`src/hw/rtl/hlr_pkg.sv`:
```
// Shared types and constants for the Huber loss reduction block.
package hlr_pkg;

  localparam int DATA_W           = 16;
  localparam int LOSS_W           = 48;
  localparam int ELOSS_W          = 34;
  localparam int MODE_W           = 2;
  localparam int CFG_IDX_W        = 2;
  localparam int MAX_ELEMENTS_DEF = 65536;
  localparam int QDEPTH           = 4;
  localparam int QA_W             = 2;

  localparam logic [DATA_W-1:0] DELTA_RST = 16'd256;

  localparam logic [MODE_W-1:0] MODE_NONE = 2'd0;
  localparam logic [MODE_W-1:0] MODE_MEAN = 2'd1;
  localparam logic [MODE_W-1:0] MODE_SUM  = 2'd2;

  localparam logic [CFG_IDX_W-1:0] CFG_DELTA = 2'd0;
  localparam logic [CFG_IDX_W-1:0] CFG_MODE  = 2'd1;

  typedef struct packed {
    logic [ELOSS_W-1:0] loss;
    logic               last;
  } eloss_t;

endpackage

```
`src/hw/rtl/hlr_front.sv`:
```
// Front end: difference, threshold compare and element loss pipeline.
module hlr_front import hlr_pkg::*; (
  input  logic                     clk,
  input  logic                     rst_n,
  input  logic                     in_valid,
  output logic                     in_ready,
  input  logic signed [DATA_W-1:0] in_pred,
  input  logic signed [DATA_W-1:0] in_target,
  input  logic                     in_last,
  input  logic [DATA_W-1:0]        delta,
  output logic                     q_push,
  output eloss_t                   q_data,
  input  logic                     q_full
);

  logic                      a_v_r, b_v_r;
  logic                      a_en, b_en;
  logic signed [DATA_W:0]    diff;
  logic [DATA_W-1:0]         ad_in;
  logic [DATA_W-1:0]         ad_r;
  logic                      a_le_r, a_last_r;
  logic [DATA_W-1:0]         mul_a;
  logic [2*DATA_W-1:0]       prod_r;
  logic [2*DATA_W-1:0]       dsq_r;
  logic                      b_le_r, b_last_r;
  logic [ELOSS_W-1:0]        lin_term;

  assign diff     = {in_pred[DATA_W-1], in_pred} - {in_target[DATA_W-1], in_target};
  assign ad_in    = diff[DATA_W] ? DATA_W'(-diff) : diff[DATA_W-1:0];

  assign b_en     = !b_v_r || !q_full;
  assign a_en     = !a_v_r || b_en;
  assign in_ready = a_en;
  assign mul_a    = a_le_r ? ad_r : delta;

  always_ff @(posedge clk) begin
    if (!rst_n) begin
      a_v_r <= 1'b0;
      b_v_r <= 1'b0;
    end else begin
      if (a_en) a_v_r <= in_valid;
      if (b_en) b_v_r <= a_v_r;
    end
  end

  always_ff @(posedge clk) begin
    dsq_r <= delta * delta;
    if (a_en) begin
      ad_r     <= ad_in;
      a_le_r   <= (ad_in <= delta);
      a_last_r <= in_last;
    end
    if (b_en) begin
      prod_r   <= mul_a * ad_r;
      b_le_r   <= a_le_r;
      b_last_r <= a_last_r;
    end
  end

  // 2*delta*ad - delta^2, positive above the threshold
  assign lin_term = {1'b0, prod_r, 1'b0} - {2'b00, dsq_r};

  assign q_push      = b_v_r && !q_full;
  assign q_data.loss = b_le_r ? {3'b000, prod_r[2*DATA_W-1:1]} : (lin_term >> 1);
  assign q_data.last = b_last_r;

endmodule

```
`src/hw/rtl/hlr_fifo.sv`:
```
// Small queue between the loss front end and the reduction back end.
module hlr_fifo import hlr_pkg::*; (
  input  logic   clk,
  input  logic   rst_n,
  input  logic   push,
  input  eloss_t push_data,
  output logic   full,
  input  logic   pop,
  output logic   valid,
  output eloss_t pop_data
);

  eloss_t            mem_r [QDEPTH];
  logic [QA_W-1:0]   wr_ptr_r, rd_ptr_r;
  logic [QA_W:0]     cnt_r;

  assign full     = (cnt_r == (QA_W+1)'(QDEPTH));
  assign valid    = (cnt_r != '0);
  assign pop_data = mem_r[rd_ptr_r];

  always_ff @(posedge clk) begin
    if (!rst_n) begin
      wr_ptr_r <= '0;
      rd_ptr_r <= '0;
      cnt_r    <= '0;
    end else begin
      if (push) wr_ptr_r <= wr_ptr_r + 1'b1;
      if (pop)  rd_ptr_r <= rd_ptr_r + 1'b1;
      if (push && !pop)      cnt_r <= cnt_r + 1'b1;
      else if (pop && !push) cnt_r <= cnt_r - 1'b1;
    end
  end

  always_ff @(posedge clk) begin
    if (push) mem_r[wr_ptr_r] <= push_data;
  end

endmodule

```
`src/hw/rtl/hlr_back.sv`:
```
// Back end: accumulation, mean divider and output register.
module hlr_back import hlr_pkg::*; #(
  parameter int MAX_ELEMENTS = MAX_ELEMENTS_DEF
) (
  input  logic              clk,
  input  logic              rst_n,
  input  logic [MODE_W-1:0] mode,
  input  logic              q_valid,
  input  eloss_t            q_data,
  output logic              q_pop,
  output logic              out_valid,
  input  logic              out_ready,
  output logic [LOSS_W-1:0] out_data,
  output logic              out_last
);

  localparam int CNT_W  = $clog2(MAX_ELEMENTS + 1);
  localparam int STEP_W = $clog2(LOSS_W + 1);
  localparam logic [CNT_W-1:0]  CNT_MAX  = CNT_W'(MAX_ELEMENTS);
  localparam logic [STEP_W-1:0] DIV_STEPS = STEP_W'(LOSS_W);

  typedef enum logic {ST_RUN, ST_DIV} state_t;

  state_t              state_r;
  logic [LOSS_W-1:0]   sum_r;
  logic [CNT_W-1:0]    cnt_r;
  logic [LOSS_W-1:0]   quo_r;
  logic [CNT_W-1:0]    rem_r, dvs_r;
  logic [STEP_W-1:0]   step_r;
  logic                out_valid_r, out_last_r;
  logic [LOSS_W-1:0]   out_data_r;

  logic                is_acc, produces, out_free, out_load;
  logic [LOSS_W:0]     sum_ext;
  logic [LOSS_W-1:0]   sum_new;
  logic [CNT_W-1:0]    cnt_new;
  logic [CNT_W:0]      trial;
  logic                ge;
  logic [CNT_W:0]      trial_sub;

  assign is_acc   = (mode == MODE_MEAN) || (mode == MODE_SUM);
  assign produces = !is_acc || q_data.last;
  assign out_free = !out_valid_r || out_ready;
  assign q_pop    = (state_r == ST_RUN) && q_valid && (!produces || out_free);

  // output register loads on a per-element or sum beat, or a finished divide
  assign out_load = (state_r == ST_RUN) ?
                    (q_pop && produces && !(is_acc && (mode == MODE_MEAN))) :
                    ((step_r == '0) && out_free);

  assign sum_ext = {1'b0, sum_r} + (LOSS_W+1)'(q_data.loss);
  assign sum_new = sum_ext[LOSS_W] ? {LOSS_W{1'b1}} : sum_ext[LOSS_W-1:0];
  assign cnt_new = (cnt_r < CNT_MAX) ? cnt_r + 1'b1 : cnt_r;

  // restoring divide, one quotient bit per cycle
  assign trial     = {rem_r, quo_r[LOSS_W-1]};
  assign ge        = (trial >= {1'b0, dvs_r});
  assign trial_sub = trial - {1'b0, dvs_r};

  always_ff @(posedge clk) begin
    if (!rst_n) begin
      state_r     <= ST_RUN;
      sum_r       <= '0;
      cnt_r       <= '0;
      step_r      <= '0;
      out_valid_r <= 1'b0;
    end else begin
      if (out_load) out_valid_r <= 1'b1;
      else if (out_ready) out_valid_r <= 1'b0;
      unique case (state_r)
        ST_RUN: begin
          if (q_pop) begin
            if (!is_acc) begin
              out_data_r  <= LOSS_W'(q_data.loss);
              out_last_r  <= q_data.last;
            end else if (!q_data.last) begin
              sum_r <= sum_new;
              cnt_r <= cnt_new;
            end else begin
              sum_r <= '0;
              cnt_r <= '0;
              if (mode == MODE_SUM) begin
                out_data_r  <= sum_new;
                out_last_r  <= 1'b1;
              end else begin
                quo_r   <= sum_new;
                rem_r   <= '0;
                dvs_r   <= cnt_new;
                step_r  <= DIV_STEPS;
                state_r <= ST_DIV;
              end
            end
          end
        end
        ST_DIV: begin
          if (step_r != '0) begin
            quo_r  <= {quo_r[LOSS_W-2:0], ge};
            rem_r  <= ge ? trial_sub[CNT_W-1:0] : trial[CNT_W-1:0];
            step_r <= step_r - 1'b1;
          end else if (out_free) begin
            out_data_r  <= quo_r;
            out_last_r  <= 1'b1;
            state_r     <= ST_RUN;
          end
        end
        default: state_r <= ST_RUN;
      endcase
    end
  end

  assign out_valid = out_valid_r;
  assign out_data  = out_data_r;
  assign out_last  = out_last_r;

endmodule

```
`src/hw/rtl/huber_loss_reduce_top.sv`:
```
// Huber loss with none, mean or sum reduction over a stream of Q8.8 pairs.
//
// Input channel: one beat carries a prediction and a target (signed Q8.8)
// in in_tdata and the end-of-set mark in in_tlast.
// Output channel: out_tdata carries the Q.16 loss, out_tlast closes a set.
// Config channel: index 0 is delta (Q8.8), index 1 the reduction mode;
// cfg_ready is always high, write only while the block is idle.
// Front end takes one beat per cycle unless the queue is full, and pushes
// the loss from its product register into a 4-entry queue. The back end
// drains one entry per cycle while the output register is free, so mode
// none and sum run at one beat per cycle as well. In mean mode the closing
// beat starts a bit-serial divider that then loads the output register;
// no queue entries are taken meanwhile, the front keeps filling the queue.
// Reset restores delta 1.0, mean mode, and clears sum, count and queue.
// A stalled receiver holds the output register; the queue then fills and
// in_tready drops.
module huber_loss_reduce_top import hlr_pkg::*; #(
  parameter int MAX_ELEMENTS = MAX_ELEMENTS_DEF
) (
  input  logic                 clk,
  input  logic                 rst_n,
  input  logic                 in_tvalid,
  output logic                 in_tready,
  input  logic [2*DATA_W-1:0]  in_tdata,   // pred_value, target_value
  input  logic                 in_tlast,   // last_element
  output logic                 out_tvalid,
  input  logic                 out_tready,
  output logic [LOSS_W-1:0]    out_tdata,  // loss_value
  output logic                 out_tlast,  // end_of_set
  input  logic                 cfg_valid,
  output logic                 cfg_ready,
  input  logic [CFG_IDX_W-1:0] cfg_index,
  input  logic [DATA_W-1:0]    cfg_data
);

  logic [DATA_W-1:0] delta_r;
  logic [MODE_W-1:0] mode_r;
  logic              q_push, q_full, q_pop, q_valid;
  eloss_t            q_wdata, q_rdata;

  assign cfg_ready = 1'b1;

  always_ff @(posedge clk) begin
    if (!rst_n) begin
      delta_r <= DELTA_RST;
      mode_r  <= MODE_MEAN;
    end else if (cfg_valid) begin
      unique case (cfg_index)
        CFG_DELTA: delta_r <= cfg_data;
        CFG_MODE:  mode_r  <= cfg_data[MODE_W-1:0];
        default:   ;
      endcase
    end
  end

  hlr_front u_front (
    .clk       (clk),
    .rst_n     (rst_n),
    .in_valid  (in_tvalid),
    .in_ready  (in_tready),
    .in_pred   (in_tdata[DATA_W-1:0]),
    .in_target (in_tdata[2*DATA_W-1:DATA_W]),
    .in_last   (in_tlast),
    .delta     (delta_r),
    .q_push    (q_push),
    .q_data    (q_wdata),
    .q_full    (q_full)
  );

  hlr_fifo u_fifo (
    .clk       (clk),
    .rst_n     (rst_n),
    .push      (q_push),
    .push_data (q_wdata),
    .full      (q_full),
    .pop       (q_pop),
    .valid     (q_valid),
    .pop_data  (q_rdata)
  );

  hlr_back #(.MAX_ELEMENTS(MAX_ELEMENTS)) u_back (
    .clk       (clk),
    .rst_n     (rst_n),
    .mode      (mode_r),
    .q_valid   (q_valid),
    .q_data    (q_rdata),
    .q_pop     (q_pop),
    .out_valid (out_tvalid),
    .out_ready (out_tready),
    .out_data  (out_tdata),
    .out_last  (out_tlast)
  );

endmodule

```
`config.mk`:
```
export PLATFORM = sky130hd
export DESIGN_NAME = huber_loss_reduce_top
export DESIGN_NICKNAME = d
export VERILOG_FILES = /design/src/hw/rtl/hlr_pkg.sv /design/src/hw/rtl/hlr_front.sv /design/src/hw/rtl/hlr_fifo.sv /design/src/hw/rtl/hlr_back.sv /design/src/hw/rtl/huber_loss_reduce_top.sv
export SDC_FILE = /design/constraint.sdc
export NUM_CORES = 2
export LEC_CHECK = 0
export ABC_CLOCK_PERIOD_IN_PS = 19700
export BUFFER_PORTS_ARGS = -buffer_cell sky130_fd_sc_hd__buf_2
export CORE_MARGIN = 2
export CORE_UTILIZATION = 40
export CTS_BUF_LIST = sky130_fd_sc_hd__clkbuf_16
export CTS_CLUSTER_SIZE = 16
export DETAILED_ROUTE_END_ITERATION = 8
export MAX_ROUTING_LAYER = met4
export SLEW_MARGIN = 20
export SYNTH_ARGS = -nofsm -noshare
export SYNTH_HDL_FRONTEND = slang
export SYNTH_SLANG_ARGS = --single-unit
```
`constraint.sdc`:
```
create_clock -name clk -period 19.7 [get_ports clk]
set_input_delay 4.925 -clock clk [delete_from_list [all_inputs] [get_ports clk]]
set_output_delay 4.925 -clock clk [all_outputs]
set_load 0.01 [all_outputs]
```
==> impl_metrics.ini <==
[layout]
finalNetCount = 4870
antennaDiodeCount = 0
multi_input_area_um2 = 24650
synthToLayoutAreaGrowth_pct = 9.435
n_fill_cell = 9406
regArea_um2 = 12250
drive_above_1_share_pct = 8.319

[yosys]
synth_seq_area_share_pct = 30.75
synth-adder-area-share_pct = 28.45
synth_top_cell_by_area = edfxtp_1
synth_fp_nets = 4817
synth_common_cells = inv_1 (612), nand2_1 (479), fa_1 (364), ha_1 (323), edfxtp_1 (319)
syn_avg_cell_area_um2 = 9.772
syn_area_um2 = 39810
synth.distinct_cells = 94
synthTopCellsByArea = edfxtp_1 (24%), fa_1 (18%), ha_1 (10%)
synthXorXnorAreaFrac_pct = 3.762
synth-compound-area-share_pct = 13.18
synth.mux.area_fraction_pct = 3.287
syn_inst = 4074
synth_flop_cell = edfxtp_1
synth_top_family_by_area = adder cells
synth-simple-area-share_pct = 13.12
yosys.cell_count.top_type = inv_1
ys_ff_latch = 452
ys_warn_count = 0
synth_top_area_share_pct = 24.06
async_flop_share_pct = 0
synth-edff-count = 319

[worst_setup_path]
end_kind = flop
timing.rr.start = delta_r[5]$_SDFFE_PN0P_
rr_worst_depth = 23
r2r_slack_ps = 11690
path_buf_inv = 4
reg2reg_to = u_front.prod_r[31]$_DFFE_PP_
critPathMaxStageDelay_ps = 420
crit_family = compound AO/OA/AOI/OAI gates
crit_slowest_cell = fa_1
cp.required_ps = 20070
crit_path_max_fanout = 15
worstPathCellList = buf_2 > inv_1 > ha_1 > inv_1 > fa_1 > a211oi_2 > o21ai_1 > a211oi_1 > nor2_1 > a31o_2 > o221ai_1 > a31oi_1 > buf_4 > mux2_2 > ha_1 > nor2b_1 > o21a_1 > o21ai_0 > nand2b_1 > a21oi_1 > o21ai_0 > a21oi_1 > a31o_2
critPathLaunchType = primary input
criticalPathCategory = in -> reg
cp.arrival_ps = 8840

[placement]
dp_hpwl_mm = 72.18
gp_routability_congestion = 0.8893
io_buffers = 106

[clock_tree]
clock_latency_ps = 640
cts_buffers = 52
clockRootBuffer = clkbuf_16
cts_tree = yes
post-cts-setup-buffers = 0
h-tree-depth = 2
cts_hold_buffers = 0
cts_num_sinks = 452
cts_resized = 0
cts.clk_slew.worst_paths_ps = 60
ctsLongestPathBuffers = 3

[drt]
ant_nets = 0
vias = 28560
drt-total-wl_mm = 95.51
routedWlPerCell_um = 17.50
drtPass1Iterations = 5
drtIter0Drc = 1707
drc = 0
via_per_inst = 5.232

[sta]
max_freq_mhz = 118.0
relSlewSlack_pct = 28.50
period_share_pct = 43.01
worst_pin_slew_ps = 1063
tns_ps = 0
rsz0062_at_grt = false
layout_min_cycle_time_ps = 8473
setup_viol = 0
drv_slew = 0
fin_worst_skew_ps = 38.35
final_hold_viol_count = 0

[global_route]
track_usage_pct = 19.55
overflow = 0
grt_util_met1_pct = 24.99
grt_max_degree = 78
antenna_found_initial = 1
busiest_layer = met2
grtUsageMet3_pct = 1.792
grt_pass1_wl_mm = 156.5
first_global_vias = 29480
grtUsageMet2_pct = 33.04

[floorplan]
initial_core_util_pct = 40.39
fp.dieH_um = 319.5
num_rows = 115
io_pins = 108
die_area_um2 = 102100
die_w_um = 319.5
core-area_um2 = 98560

[worst_hold_path]
hold_path_class = reg -> reg
min_to = u_front.b_last_r$_DFFE_PP_
hp-start = u_front.a_last_r$_DFFE_PP_
whs_path_depth = 0

[flow_run]
drv_cap = 0

[status]
status = finished, final reports clean
## layout make-up
class	count	share of cell area, %
clock buffers	52	2.987
clock inverters	46	1.123
repair buffers	161	2.165
flip-flops and latches	452	28.11
inverters	619	5.333
well taps	1287	3.696
multi-input cells	2841	56.59
## sequential cells by signal, indices dropped and copies added (netlist names), 3 cells and up, named ones only
name,cells
u_back.dvs_r,17
u_front.prod_r,32
u_back.quo_r,48
delta_r,16
u_fifo.mem_r,136
u_back.out_data,48
u_back.cnt_r,17
u_back.step_r,6
u_fifo.cnt_r,3
u_back.rem_r,17
u_front.ad_r,16
u_back.sum_r,48
u_front.dsq_r,31
## worst max path at each step
| stage | startpoint | endpoint | slack, ps | cells past startpoint |
|---|---|---|---|---|
| floorplan | rst_n | u_back.out_data[0]$_DFFE_PP_ | 10030 | 4 |
| global placement | in_tdata[0] | u_front.a_le_r$_DFFE_PP_ | 10640 | 23 |
| detailed placement | in_tdata[0] | u_front.a_le_r$_DFFE_PP_ | 10600 | 23 |
| CTS | in_tdata[0] | u_front.a_le_r$_DFFE_PP_ | 11250 | 23 |
| global route | in_tdata[0] | u_front.a_le_r$_DFFE_PP_ | 10870 | 23 |
| finish | in_tdata[0] | u_front.a_le_r$_DFFE_PP_ | 11230 | 23 |
## per-stage QoR
| step | instance area (µm²) | hold slack, ps | instances | setup WS [ps] | util (%) |
|---|---|---|---|---|---|
| global placement | 41780 | 411.1 | 5360 | 10640 | 42.39 |
| floorplan | 39810 | 375.2 | 4074 | 10030 | - |
| global route | 43570 | 454.9 | 5458 | 10870 | 44.20 |
| finish | 43570 | 448.0 | 5458 | 11230 | 44.20 |
| detailed placement | 41780 | 412.7 | 5360 | 10600 | 42.39 |
| CTS | 43570 | 453.4 | 5458 | 11250 | 44.20 |
## kinds of logic (layout without fill, tap and decap cells)
| kind of cell | count (synthesis) | after routing |
|---|---|---|
| AND/OR/NAND/NOR | 1089 | 1089 |
| AO/OA/AOI/OAI | 808 | 808 |
| buffers and inverters | 781 | 878 |
| adder cells (fa/ha/maj) | 687 | 687 |
| flip-flops | 452 | 452 |
| XOR/XNOR | 171 | 171 |
| multiplexers | 85 | 85 |
| other | 1 | 1 |
## placed cells by master, fill, tap and decap left out, drive strengths merged, types with 23 or more instances in the layout
| cell type | instances |
|---|---|
| buf | 161 |
| a22oi | 24 |
| a211oi | 23 |
| inv | 627 |
| nor2 | 155 |
| o21ai | 194 |
| nand3 | 52 |
| mux2i | 25 |
| nand2 | 480 |
| ha | 323 |
| and2 | 142 |
| nand2b | 30 |
| a21boi | 39 |
| nor2b | 60 |
| xnor2 | 113 |
| dfxtp | 133 |
| mux2 | 26 |
| clkinv | 28 |
| and3 | 33 |
| nor3 | 48 |
| a21o | 91 |
| xor2 | 58 |
| mux4 | 34 |
| a21oi | 207 |
| o21a | 47 |
| clkbuf | 52 |
| edfxtp | 319 |
| fa | 364 |
## routing by layer
layer  part of all wire (%)  wire [µm]
met1                     45      43140
met2                     48      45640
met3                    3.9       3702
met4                    3.2       3018
met5                      0          0
Power is not shown: default switching activity piles up to over one toggle a cycle in this logic, so the estimate is an artifact.
